### config.mk
export PLATFORM = sky130hd
export DESIGN_NAME = bydc_mul
export DESIGN_NICKNAME = d
export VERILOG_FILES = /design/src/design/bydc_pkg.sv /design/src/design/bydc_mul.sv
export SDC_FILE = /design/constraint.sdc
export NUM_CORES = 2
export LEC_CHECK = 0
export BUFFER_PORTS_ARGS = -buffer_cell sky130_fd_sc_hd__buf_2
export CAP_MARGIN = 20
export CORE_ASPECT_RATIO = 2
export CORE_UTILIZATION = 40
export CTS_BUF_LIST = sky130_fd_sc_hd__clkbuf_4
export DETAILED_ROUTE_END_ITERATION = 6
export MAX_ROUTING_LAYER = met4
export PLACE_DENSITY = 0.53
export SLEW_MARGIN = 20
export SYNTH_ARGS = -nofsm -noshare
export SYNTH_HDL_FRONTEND = slang
export SYNTH_SLANG_ARGS = --single-unit
export TNS_END_PERCENT = 20
### constraint.sdc
create_clock -name i_clk -period 30.2 [get_ports i_clk]
set_input_delay 3.02 -clock i_clk [delete_from_list [all_inputs] [get_ports i_clk]]
set_output_delay 3.02 -clock i_clk [all_outputs]
set_load 0.05 [all_outputs]
### src/design/bydc_pkg.sv
package bydc_pkg;

    localparam int MAX_PERIODS = 64;
    localparam int AMOUNT_BITS = 40;
    localparam int PIDX_BITS   = $clog2(MAX_PERIODS);
    localparam int PCNT_BITS   = $clog2(MAX_PERIODS + 1);

    localparam logic [2:0] ST_OK       = 3'd0;
    localparam logic [2:0] ST_NO_CONV  = 3'd1;
    localparam logic [2:0] ST_ZERO_DER = 3'd2;
    localparam logic [2:0] ST_ZERO_PRC = 3'd3;
    localparam logic [2:0] ST_TOO_MANY = 3'd4;

    localparam logic [0:0] REG_TOL   = 1'd0;
    localparam logic [0:0] REG_LIMIT = 1'd1;

    typedef struct packed {
        logic [AMOUNT_BITS-1:0] bond_price_in;
        logic [AMOUNT_BITS-1:0] cash_flow_amount;
        logic                   last_period;
    } t_req;

    typedef struct packed {
        logic signed [31:0] yield_rate;
        logic [31:0]        macaulay_duration;
        logic [39:0]        bond_convexity;
        logic [2:0]         result_status;
        logic [7:0]         steps_used;
    } t_res;

    // divider control
    typedef struct packed {
        logic        start;
        logic [63:0] num;
        logic [63:0] den;
        logic [5:0]  shift;
        logic [63:0] cap;
    } t_div_cmd;

endpackage

### src/design/bydc_mul.sv
// floor(a*b / 2^30) saturated at cap, four 32x32 partial products over cycles
module bydc_mul
    import bydc_pkg::*;
(
    input  logic        i_clk,
    input  logic        i_rst_n,
    input  logic        i_start,
    input  logic [63:0] i_a,
    input  logic [63:0] i_b,
    input  logic [63:0] i_cap,
    output logic        o_done,
    output logic [63:0] o_res
);
    logic [2:0]   r_ph;
    logic [63:0]  r_a, r_b, r_cap, r_res;
    logic [127:0] r_acc;
    logic         r_done;
    logic [31:0]  w_x, w_y;
    logic [63:0]  w_p;
    logic [127:0] w_sh;

    always_comb begin
        case (r_ph)
            3'd1: begin w_x = r_a[31:0];  w_y = r_b[31:0];  w_sh = 128'(w_p); end
            3'd2: begin w_x = r_a[31:0];  w_y = r_b[63:32]; w_sh = 128'(w_p) << 32; end
            3'd3: begin w_x = r_a[63:32]; w_y = r_b[31:0];  w_sh = 128'(w_p) << 32; end
            3'd4: begin w_x = r_a[63:32]; w_y = r_b[63:32]; w_sh = 128'(w_p) << 64; end
            default: begin w_x = '0; w_y = '0; w_sh = '0; end
        endcase
    end
    assign w_p = 64'(w_x) * 64'(w_y);

    always_ff @(posedge i_clk) begin
        r_done <= 1'b0;
        if (!i_rst_n) begin
            r_ph <= '0;
        end else if (i_start) begin
            r_a <= i_a; r_b <= i_b; r_cap <= i_cap; r_acc <= '0; r_ph <= 3'd1;
        end else if (r_ph >= 3'd1 && r_ph <= 3'd4) begin
            r_acc <= r_acc + w_sh;
            r_ph  <= r_ph + 3'd1;
        end else if (r_ph == 3'd5) begin
            if (r_acc[127:94] != '0 || r_acc[93:30] > r_cap) r_res <= r_cap;
            else r_res <= r_acc[93:30];
            r_done <= 1'b1;
            r_ph   <= '0;
        end
    end
    assign o_done = r_done;
    assign o_res  = r_res;
endmodule

==> flow_summary.yaml <==
timing:
  worstMarginPinSlew_ps: 1286
  finalSetupTns_ps: 0
  layout_min_cycle_time_ps: 16790
  fin_crit_sh: 0.5560
  final-setup-viol-count: 0
  slew_headroom: 0.1427
  fmax_ghz: 0.05956
  hold_violations: 0
  rsz0062_at_grt: "no"
  drv_slew: 0
  skew_ps: 90.77
yosys:
  syn_area_mm2: 0.05749
  postSynthAreaPerCell_um2: 9.178
  synth_flop_cell: "edfxtp_1"
  synth-async-reset-ratio: 0
  ys_warn_count: 0
  synth_edf_count: 384
  seq_area_frac_synth: 0.2020
  synth_cells: 6264
  synth.distinct_cells: 89
  synth_fp_nets: 7815
  yosys_register_bits: 388
clock_network:
  root_buffer: "clkbuf_4"
  ctsHoldBuffers: 0
  clk_pin_slew_ps: 80
  clock-sinks: 388
  cts_tree: "yes"
  insertion_delay_ps: 1030
  clk_path_buf_depth: 3
  cts_resized: 0
  htreeDepth: 3
  cts_buffers: 99
  post_cts_buffers: 0
critical_path:
  r2r_setup_slack_ps: 13410
  cpMostUsedCell: "fa_1"
  crit_path_top_delay_cell: "a22o_1"
  cp_max_fo: 39
  path_class: "reg2reg"
  slowest_delay_ps: 1010
  startpoint_type: "flip-flop"
  crit_required_ps: 30930
  worst_setup_path_end_kind: "flip-flop"
  cp.arrival_ps: 17520
power_and_ir_drop:
  power_frac_comb: 0.695
  leakagePower_uw: 0.02850
  vdd_drop_max_v: 0.00006458
  power_frac_seq: 0.181
  p_int_uw: 1773
  sw_frac_of_total: 0.5533
  p_switching_uw: 2196
  p_clk_frac: 0.125
  powerDensity_mw_per_mm2: 63.65
global_route:
  grt_max_degree: 66
  grt_pass1_wl_um: 360400
  grt_pass1_vias: 52720
  grt_usage: 0.3615
  antenna_found_initial: 11
  grt_overflow: 0
routing:
  drt_iter0_drc: 3384
  vias: 48250
  drc: 0
  finalWirelength_um: 251300
  wl_per_cell_um: 29.97
  firstDrtPassIters: 6
  drtAntennaViolNets: 0
  viasPerCell: 5.754
final_layout:
  final_cells: 8386
  num-nets-final: 7977
  drive_gt1_frac: 0.1091
  synthToLayoutAreaGrowth_pct: 8.464
  fillers: 14180
die:
  rows: 196
  coreArea_mm2: 0.1425
  die_w_um: 270.1
  initial_core_util: 0.4035
  die_h_um: 538.2
  die-area_mm2: 0.1453
  io_pins: 260
place:
  gp_congestion: 1.056
  io_buffers: 259
  dp_cells: 8206
  hpwl_um: 206000
run_status:
  outcome: "finished, final reports clean"
flow_run:
  drv_cap: 0
hold_path:
  hp-class: "reg2reg"
## kinds of logic (layout without fill, tap and decap cells)
| group | count (synthesis) | after routing | synth area share |
|---|---|---|---|
| xor gates and xnor gates | 164 | 164 | 0.02498 |
| other | 0 | 5 | 0 |
| adders and majority gates | 1356 | 1356 | 0.4122 |
| and+or+nand+nor | 1930 | 1930 | 0.1399 |
| buffers and inverters | 1287 | 1523 | 0.08453 |
| AOI/OAI and AO/OA | 1058 | 1058 | 0.1203 |
| DFF | 388 | 388 | 0.2020 |
| muxes | 81 | 81 | 0.01606 |
## power groups by stage
stage,combinational (uW),sequential [uW],clock (uW)
3_5_place_dp,2680,726,0
4_1_cts,2720,716,512
5_1_grt,2920,721,527
6_report,2760,717,494
3_3_place_gp,2700,726,0
2_1_floorplan,1610,702,0
## worst max-delay path: cells and delay by family (launching register included)
| kind | cells | cell delay, ps |
|---|---|---|
| DFF | 1 | 360 |
| AOI/OAI and AO/OA | 11 | 5060 |
| xor gates and xnor gates | 1 | 320 |
| adders and majority gates | 11 | 5540 |
| buffers and inverters | 5 | 870 |
| and+or+nand+nor | 9 | 4360 |
## through the flow
stage	util	setup slack (ps)	total power, uW	hold slack [ps]	area [um^2]
global route	0.4376	13490	4170	590.7	62350
floorplan	-	18760	2311	535.3	57490
global placement	0.4282	13870	3422	549.5	61010
detailed placement	0.4283	13750	3411	554.9	61020
finish	0.4377	13410	3969	576.5	62360
CTS	0.4373	13750	3949	578.4	62300
## layout make-up
class,count,area (um^2),area share
diodes,5,12.51,0.0002007
clock buffers,135,1013,0.01625
clock inverters,40,262.8,0.004214
inverters,967,3630,0.05821
multi-input cells,4589,41260,0.6617
flip-flops and latches,388,11610,0.1862
well taps,1881,2354,0.03774
repair buffers,381,2215,0.03552
## cell usage in the layout, fill, tap and decap left out, types with 128 or more instances in the layout
cell type,count
a21oi_1,306
buf_2,258
edfxtp_1,384
o21ai_0,166
fa_1,897
nor2_1,936
ha_1,459
nand2_1,661
inv_1,967
clkbuf_4,135
a21o_1,128
## routing by layer
layer  up-vias  track usage  routed length (um)
met5         -            -                   0
met4         0       0.3644               31440
met3      1013      0.05513               13870
met2      2144       0.6418              130500
met1     24270       0.3199               75520
li1      20820            -                   -
## worst paths after layout
| check | endpoint | cells past startpoint | from |
|---|---|---|---|
| worst max register to register | r_acc[119] | 37 | r_ph[1] |
| worst min-delay path | o_res[42] | 1 | r_cap[42] |
| worst max-delay path | r_acc[119] | 37 | r_ph[1] |
| worst min register to register | o_res[42] | 1 | r_cap[42] |
## cell usage after synthesis, drive strengths merged, types with 23 or more instances
| library cell | number | area [um^2] |
|---|---|---|
| o21a | 30 | 225.2 |
| ha | 459 | 5743 |
| a22oi | 69 | 523.0 |
| a211oi | 23 | 192.7 |
| xor2 | 70 | 613.1 |
| nand4 | 93 | 594.3 |
| a21oi | 308 | 1549 |
| buf | 33 | 151.4 |
| a21o | 130 | 975.9 |
| clkbuf | 287 | 1079 |
| inv | 967 | 3630 |
| nor2 | 937 | 3517 |
| a22o | 68 | 595.6 |
| fa | 897 | 17960 |
| nand2 | 665 | 2501 |
| nor4 | 28 | 196.4 |
| nor3 | 53 | 265.3 |
| o21ai | 180 | 912.1 |
| o21bai | 55 | 412.9 |
| edfxtp | 384 | 11530 |
| nor2b | 24 | 150.1 |
| o22ai | 58 | 362.9 |
| xnor2 | 94 | 823.3 |
| nand3 | 38 | 190.2 |
| mux2 | 81 | 923.4 |
## state kept, by name, indices dropped and copies added (netlist names)
register,cells
o_done,1
o_res,64
r_a,64
r_acc,128
r_b,64
r_cap,64
r_ph,3
Power figures use the tool's default switching activity.
