===== src/design/bydc_pkg.sv =====
package bydc_pkg;

    localparam int MAX_PERIODS = 64;
    localparam int AMOUNT_BITS = 40;
    localparam int PIDX_BITS   = $clog2(MAX_PERIODS);
    localparam int PCNT_BITS   = $clog2(MAX_PERIODS + 1);

    localparam logic [2:0] ST_OK       = 3'd0;
    localparam logic [2:0] ST_NO_CONV  = 3'd1;
    localparam logic [2:0] ST_ZERO_DER = 3'd2;
    localparam logic [2:0] ST_ZERO_PRC = 3'd3;
    localparam logic [2:0] ST_TOO_MANY = 3'd4;

    localparam logic [0:0] REG_TOL   = 1'd0;
    localparam logic [0:0] REG_LIMIT = 1'd1;

    typedef struct packed {
        logic [AMOUNT_BITS-1:0] bond_price_in;
        logic [AMOUNT_BITS-1:0] cash_flow_amount;
        logic                   last_period;
    } t_req;

    typedef struct packed {
        logic signed [31:0] yield_rate;
        logic [31:0]        macaulay_duration;
        logic [39:0]        bond_convexity;
        logic [2:0]         result_status;
        logic [7:0]         steps_used;
    } t_res;

    // divider control
    typedef struct packed {
        logic        start;
        logic [63:0] num;
        logic [63:0] den;
        logic [5:0]  shift;
        logic [63:0] cap;
    } t_div_cmd;

endpackage


===== src/design/bydc_div.sv =====
// floor(n*2^sh/d) saturated at cap, restoring, one quotient bit a cycle
module bydc_div
    import bydc_pkg::*;
(
    input  logic        i_clk,
    input  logic        i_rst_n,
    input  t_div_cmd    i_cmd,
    output logic        o_done,
    output logic [63:0] o_res
);
    logic [6:0]   r_cnt, r_end;
    logic         r_busy, r_done, r_ovf;
    logic [63:0]  r_num;
    logic [63:0]  r_den, r_cap, r_q, r_res;
    logic [63:0]  r_rem;
    logic [64:0]  w_try;
    logic         w_bit;

    assign w_try = {r_rem, r_num[63]};
    assign w_bit = (w_try >= {1'b0, r_den});

    always_ff @(posedge i_clk) begin
        r_done <= 1'b0;
        if (!i_rst_n) begin
            r_busy <= 1'b0;
        end else if (i_cmd.start) begin
            r_num  <= i_cmd.num;
            r_den  <= i_cmd.den;
            r_cap  <= i_cmd.cap;
            r_rem  <= '0;
            r_q    <= '0;
            r_ovf  <= 1'b0;
            r_cnt  <= 7'd0;
            r_end  <= 7'd64 + 7'(i_cmd.shift);
            r_busy <= 1'b1;
        end else if (r_busy) begin
            // numerator bits then shift zero bits, a bit leaving the quotient saturates
            if (r_cnt < r_end) begin
                if (w_bit) r_rem <= 64'(w_try - {1'b0, r_den});
                else r_rem <= w_try[63:0];
                r_q   <= {r_q[62:0], w_bit};
                r_ovf <= r_ovf | r_q[63];
                r_num <= {r_num[62:0], 1'b0};
                r_cnt <= r_cnt + 7'd1;
            end else begin
                r_busy <= 1'b0;
                r_done <= 1'b1;
                r_res  <= (r_ovf || r_q > r_cap) ? r_cap : r_q;
            end
        end
    end
    assign o_done = r_done;
    assign o_res  = r_res;
endmodule


===== config.mk =====
export PLATFORM = sky130hd
export DESIGN_NAME = bydc_div
export DESIGN_NICKNAME = d
export VERILOG_FILES = /design/src/design/bydc_pkg.sv /design/src/design/bydc_div.sv
export SDC_FILE = /design/constraint.sdc
export NUM_CORES = 1
export LEC_CHECK = 0
export BUFFER_PORTS_ARGS = -buffer_cell sky130_fd_sc_hd__buf_2
export CELL_PAD_IN_SITES_DETAIL_PLACEMENT = 1
export CELL_PAD_IN_SITES_GLOBAL_PLACEMENT = 1
export CORE_ASPECT_RATIO = 1.2
export CORE_MARGIN = 5
export CORE_UTILIZATION = 48
export CTS_CLUSTER_DIAMETER = 40
export CTS_CLUSTER_SIZE = 20
export DETAILED_ROUTE_END_ITERATION = 16
export PLACE_DENSITY_LB_ADDON = 0.25
export SYNTH_ARGS = -nofsm -noshare
export SYNTH_HDL_FRONTEND = slang
export SYNTH_SLANG_ARGS = --single-unit

===== constraint.sdc =====
create_clock -name i_clk -period 13.6 [get_ports i_clk]
set_clock_uncertainty 0.15 [all_clocks]
set_input_delay 2.04 -clock i_clk [delete_from_list [all_inputs] [get_ports i_clk]]
set_output_delay 2.04 -clock i_clk [all_outputs]
set_load 0.03 [all_outputs]

==> impl_metrics.json, run 1 <==
{
  "status": "finished clean",
  "crit_path_top_delay_cell": "buf_4",
  "ctsLongestPathBuffers": 3,
  "clkSlewWorstSetupHoldPaths_ns": 0.07,
  "vias": 14500,
  "crit_path_frequent_cell": "buf_4",
  "gp_congestion": 0.872,
  "required_ns": 13.65,
  "worst_skew_pair.late_latency_ns": 0.60,
  "criticalPathCategory": "primary input to flop",
  "timing.critical_path.cells": "buf_6 -> and2_4 -> o21bai_4 -> buf_4 -> buf_4",
  "hold_fails_final_rpt": 0,
  "floorplan.rows": 84,
  "pwr-share-seq_pct": 39.8,
  "min_delay_path_depth": 1,
  "setup.worst_path.start": "i_cmd[198]",
  "final_nets": 2323,
  "postSynth.asyncResetShare_pct": 0,
  "worst_hold_path.endpoint": "r_num[63]",
  "final_instance_area_sq_mm": 0.0249,
  "fin_hold_ws_ns": 0.385,
  "r2r_start": "r_rem[13]",
  "internal-power_mw": 2.72,
  "final_core_util_pct": 57.0,
  "wire_length_of_the_first_global_routing_pass_mm": 86.2,
  "detailedRoute.firstPassIterationCount": 5,
  "drt-total-wl_mm": 54.7,
  "avgSynthCellArea_sq_um": 12.3,
  "drt-wirelength-per-cell_microns": 21.1,
  "reg2reg_setup_slack_ns": 9.30,
  "irDropWorstVdd_v": 0.000122,
  "layout-drive-gt1-share_pct": 25.9,
  "setup_viol_count_final": 0,
  "yosys_warnings": 0,
  "vias_per_cell": 5.61,
  "period_needed_ns": 4.90,
  "cpLargestDelayFamily": "buffers and inverters",
  "drc_errors": 0,
  "power_switching_share_pct": 30.5,
  "seq_area_frac_synth_pct": 56.6,
  "placed_cells": 2489,
  "post-cts-setup-buffers": 0,
  "worstPathMaxFanout": 80,
  "synth_edf_count": 398,
  "relSlewSlack_pct": 28.2,
  "hp-class": "flop to flop",
  "power.leakage_nw": 10.2,
  "critPathCaptureType": "flop",
  "power_frac_clock_pct": 38.4,
  "reg2reg_to": "r_rem[61]",
  "r2r.worst_path.cells": 12,
  "ctsRootBufferMaster": "clkbuf_16",
  "ys_types": 73,
  "total_net_switching_power_mw": 1.19,
  "detailedPlace.worstSlack_ns": 8.04,
  "floorplan.io_pins": 266,
  "timing.critical_path.buf_inv": 3,
  "postSynthNetCount": 2060,
  "clock_tree_from_tritoncts": "yes",
  "design_power_total_mw": 3.91,
  "half_perimeter_wire_length_after_placement_mm": 38.6,
  "synthesis.instances": 1724,
  "synthesis.area_sq_mm": 0.0212,
  "overflow": 0,
  "critical_path.startpoint_type": "primary input",
  "setup_total_negative_slack_ns": 0,
  "timing.fmax_ghz": 0.204,
  "portBuffers": 265,
  "fin_cells": 2594,
  "die_width_microns": 202,
  "post-route-period-util_pct": 36.1,
  "layout-area-overhead-vs-synth_pct": 17.8,
  "clock_tree.htree_level_count": 2,
  "chipHeight_microns": 240,
  "grt_use_total_pct": 22.2,
  "cap_viol_max_count": 0,
  "combinationalPowerShare_pct": 21.7,
  "clkSinkCount": 400,
  "grt_antenna_before_repair": 2,
  "power_per_cell_area_mw_per_mm2": 157,
  "worstMarginPinSlew_ns": 1.08,
  "timing.critical_path.slowest_cell_delay_ns": 0.93,
  "detail_route.iter0.violations": 595,
  "die_area_sq_mm": 0.0484,
  "postLayoutSetupSlackWorst_ns": 8.70,
  "ctsResizeCount": 0,
  "grt_setup_unrepaired": "no",
  "holdCritStartpoint": "r_num[62]",
  "grt_pass1_vias": 15900,
  "placed_cell_area_sq_mm": 0.0230,
  "postRouteAntennaNets": 0,
  "grt_start_max_net_pins": 81,
  "fp.coreArea_sq_mm": 0.0437,
  "post_cts_hold_buffer_count": 0,
  "synth_top_flop_cell": "edfxtp_1",
  "effective_utilization_at_floorplan_pct": 48.4,
  "postSynthRegisterBits": 400,
  "timing_max_transition_violations_final": 0,
  "worst_ep_arrival_time_ns": 4.96,
  "cts-buffers-inserted": 55
}
[worst max-delay path by stage]
| stage | end | slack (ns) | cells past startpoint |
|---|---|---|---|
| global route | r_rem[59] | 8.47 | 5 |
| finish | r_rem[39] | 8.70 | 5 |
| detailed placement | r_rem[59] | 8.04 | 5 |
| global placement | r_rem[59] | 8.18 | 5 |
| floorplan | r_cnt[0] | 1.34 | 2 |
| CTS | r_rem[59] | 8.67 | 5 |
[cell usage after synthesis, types with 17 or more instances]
cell / instances / area [sq um]
inv_1: 157 / 589
nand3_1: 24 / 120
nand2_1: 70 / 263
mux2_2: 127 / 1430
xnor2_1: 32 / 280
nor2_1: 117 / 439
clkbuf_1: 37 / 139
xor2_1: 17 / 149
edfxtp_1: 398 / 12000
ha_1: 134 / 1680
a21oi_1: 97 / 485
a21o_1: 42 / 315
buf_2: 21 / 105
o21ai_0: 63 / 315
mux2i_1: 34 / 340
or3_1: 17 / 106
nand4_1: 42 / 263
nor2b_1: 75 / 469
nor3_1: 19 / 95.1
[worst reg2reg max path: stages (launching register included)]
cell	delay, ns
edfxtp_1	0.40
ha_1	0.43
nand4_1	0.24
nor3_1	0.51
nand3_1	0.15
nor3_1	0.33
a2111oi_0	0.17
a21oi_4	0.15
buf_4	0.50
nor2b_1	0.20
buf_4	0.34
or4b_1	0.49
nand4b_1	0.10
[layer usage]
| layer | vias up | track usage (%) | share of wire, % |
|---|---|---|---|
| met5 | - | 0 | 0 |
| li1 | 6909 | - | - |
| met4 | 0 | 6.09 | 2.2 |
| met2 | 326 | 41.2 | 53 |
| met1 | 7227 | 26.7 | 41 |
| met3 | 86 | 3.76 | 4.3 |
[cell type report]
type	instances	area (sq um)
well taps	559	699
diodes	1	2.50
repair buffers	279	1440
clock buffers	57	1410
flip-flops and latches	400	12000
multi-input cells	1094	8260
inverters	157	589
clock inverters	47	556
fillers	4520	18800
[cells by family after synthesis]
family          Yosys count  share of synthesized area [%]
flops                   400                           56.6
fa+ha+maj               135                           8.01
compound gates          331                           10.3
mux                     161                           8.36
xor+xnor                 49                           2.03
simple gates            418                           10.1
buf+inv                 230                           4.49
[power by group through the flow]
stage	sequential [mW]	combinational [mW]	clock [mW]
2_1_floorplan	1.58	0.624	0
3_3_place_gp	1.57	0.809	0
3_5_place_dp	1.58	0.841	0
4_1_cts	1.56	0.852	1.54
5_1_grt	1.57	0.940	1.60
6_report	1.56	0.849	1.50
[placed cells by master (no fill, tap or decap), types with 56 or more instances in the layout]
| master | n |
|---|---|
| nor2_1 | 117 |
| inv_1 | 157 |
| o21ai_0 | 63 |
| ha_1 | 134 |
| edfxtp_1 | 398 |
| mux2_2 | 127 |
| clkbuf_16 | 56 |
| nand2_1 | 70 |
| nor2b_1 | 75 |
| a21oi_1 | 97 |
| buf_2 | 264 |
[registers in the layout, summed over array words and instances (netlist names)]
signal  flops
o_res      64
r_den      64
r_q        64
r_ovf       1
r_num      64
r_busy      1
r_cnt       7
o_done      1
r_end       6
r_cap      64
r_rem      64
Power figures use the tool's default switching activity.
==> run 2: changes to the inputs <==
CORE_UTILIZATION = 43   (was 48)
clock period = 4.2 ns   (was 13.6 ns; I/O delays follow)
==> impl_metrics.json, run 2 (same netlist as run 1, synthesis figures left out) <==
{
  "placed_cell_area_sq_mm": 0.0233,
  "vias_per_cell": 5.40,
  "layout.cells.most_common": "edfxtp_1",
  "grt_start_max_net_pins": 136,
  "use_met2_pct": 36.0,
  "clock_tree_from_tritoncts": "yes",
  "post_cts_hold_buffer_count": 0,
  "crit_path_top_delay_cell": "or4b_1",
  "final_instance_area_sq_mm": 0.0255,
  "effective_utilization_at_floorplan_pct": 43.2,
  "cpLargestDelayFamily": "simple AND/OR/NAND/NOR gates",
  "timing_max_transition_violations_final": 0,
  "n_fill_cell": 5120,
  "fin_hold_ws_ns": 0.0574,
  "irDropWorstVdd_v": 0.000358,
  "relSlewSlack_pct": 45.7,
  "detailedRoute.firstPassIterationCount": 5,
  "worst_skew_pair.late_latency_ns": 0.59,
  "crit_path_frequent_cell": "a21oi_1",
  "vias": 14600,
  "portBuffers": 265,
  "cts-buffers-inserted": 66,
  "ctsLongestPathBuffers": 3,
  "post-route-period-util_pct": 88.8,
  "grt_use_met1_pct": 23.8,
  "clkSlewWorstSetupHoldPaths_ns": 0.06,
  "floorplan.io_pins": 266,
  "grt_antenna_before_repair": 11,
  "global_route.peak_usage_layer": "met2",
  "grt_setup_unrepaired": "no",
  "post-cts-setup-buffers": 0,
  "layout_common_cells": "edfxtp_1, buf_2, inv_1",
  "hp-class": "primary input to flop",
  "worst_ep_arrival_time_ns": 4.03,
  "power_per_cell_area_mw_per_mm2": 520,
  "required_ns": 4.50,
  "drc_errors": 0,
  "status": "finished clean",
  "clkSinkCount": 400,
  "worstMarginPinSlew_ns": 0.814,
  "grt_use_total_pct": 20.3,
  "postRouteAntennaNets": 0,
  "drt-wirelength-per-cell_microns": 20.7,
  "power.leakage_nw": 10.4,
  "half_perimeter_wire_length_after_placement_mm": 39.1,
  "overflow": 0,
  "timing.critical_path.cells": "ha_1 -> nand4_1 -> or3_1 -> nor4_1 -> a21oi_1 -> a21oi_1 -> a21oi_1 -> or4b_1 -> nand4b_1",
  "setup_viol_count_final": 0,
  "period_needed_ns": 3.73,
  "fp.coreArea_sq_mm": 0.0490,
  "critPathCaptureType": "flop",
  "timing.critical_path.buf_inv": 0,
  "ctsResizeCount": 0,
  "hold_fails_final_rpt": 0,
  "die_width_microns": 213,
  "cap_viol_max_count": 0,
  "criticalPathCategory": "flop to flop",
  "critical_path.startpoint_type": "flop",
  "placed_cells": 2579,
  "die_area_sq_mm": 0.0538,
  "ctsRootBufferMaster": "clkbuf_16",
  "detail_route.iter0.violations": 758,
  "grt_pass1_vias": 16100,
  "grtUsageMet3_pct": 5.09,
  "layout-drive-gt1-share_pct": 26.6,
  "fin_cells": 2705,
  "final_nets": 2346,
  "layout-area-overhead-vs-synth_pct": 20.5,
  "chipHeight_microns": 253,
  "drt-total-wl_mm": 55.9,
  "wire_length_of_the_first_global_routing_pass_mm": 86.9,
  "timing.critical_path.slowest_cell_delay_ns": 0.50,
  "worstPathMaxFanout": 8,
  "gp_congestion": 0.873,
  "timing.fmax_ghz": 0.268,
  "design_power_total_mw": 13.3,
  "floorplan.rows": 89,
  "clock_tree.htree_level_count": 3
}
==> run 2: changes by cell type in the layout (fill, tap and decap cells not counted), sizes merged <==
cell	delta
clkbuf	+16
buf	+12
inv	-11
clkinv	+8
diode	+4
clkinvlp	+3
bufinv	+1
==> run 2: metrics by stage <==
stage          utilization [%]  setup WS [ns]  setup TNS, ns
2_1_floorplan                -          -2.98        -611.77
3_3_place_gp              47.5          0.483              0
3_5_place_dp              47.5          0.439              0
4_1_cts                   52.0          0.434              0
5_1_grt                   52.0          0.267              0
6_report                  52.1          0.470              0
==> run 2: final timing paths <==
path,startpoint,endpoint,slack [ns],cells past startpoint
max,r_rem[35],r_rem[61],0.47,9
min,i_cmd[57],r_cap[57],0.06,1
max reg2reg,r_rem[35],r_rem[61],0.47,9
min reg2reg,r_num[22],r_num[23],0.38,1
==> run 2: layer usage <==
metal | vias to the layer above | wire length (microns)
met5 | - | 81
met4 | 14 | 1580
met3 | 98 | 3510
met2 | 373 | 28200
met1 | 7154 | 22500
li1 | 6973 | -
==> run 2: where the power goes <==
group          switching, mW  leakage [nW]  total (mW)  internal (mW)
Clock                   2.07          1.07        5.40           3.33
Combinational           1.65          5.54        2.83           1.18
Sequential             0.177          3.81        5.04           4.86
Total                   3.89          10.4        13.3           9.38
==> run 2: layout make-up <==
cell class | count | area [sq um] | share of cell area [%]
clock inverters | 48 | 503 | 1.97
clock buffers | 73 | 1720 | 6.75
inverters | 157 | 589 | 2.31
repair buffers | 291 | 1630 | 6.38
multi-input cells | 1094 | 8260 | 32.4
flip-flops and latches | 400 | 12000 | 47.0
diodes | 5 | 12.5 | 0.0491
well taps | 637 | 797 | 3.12
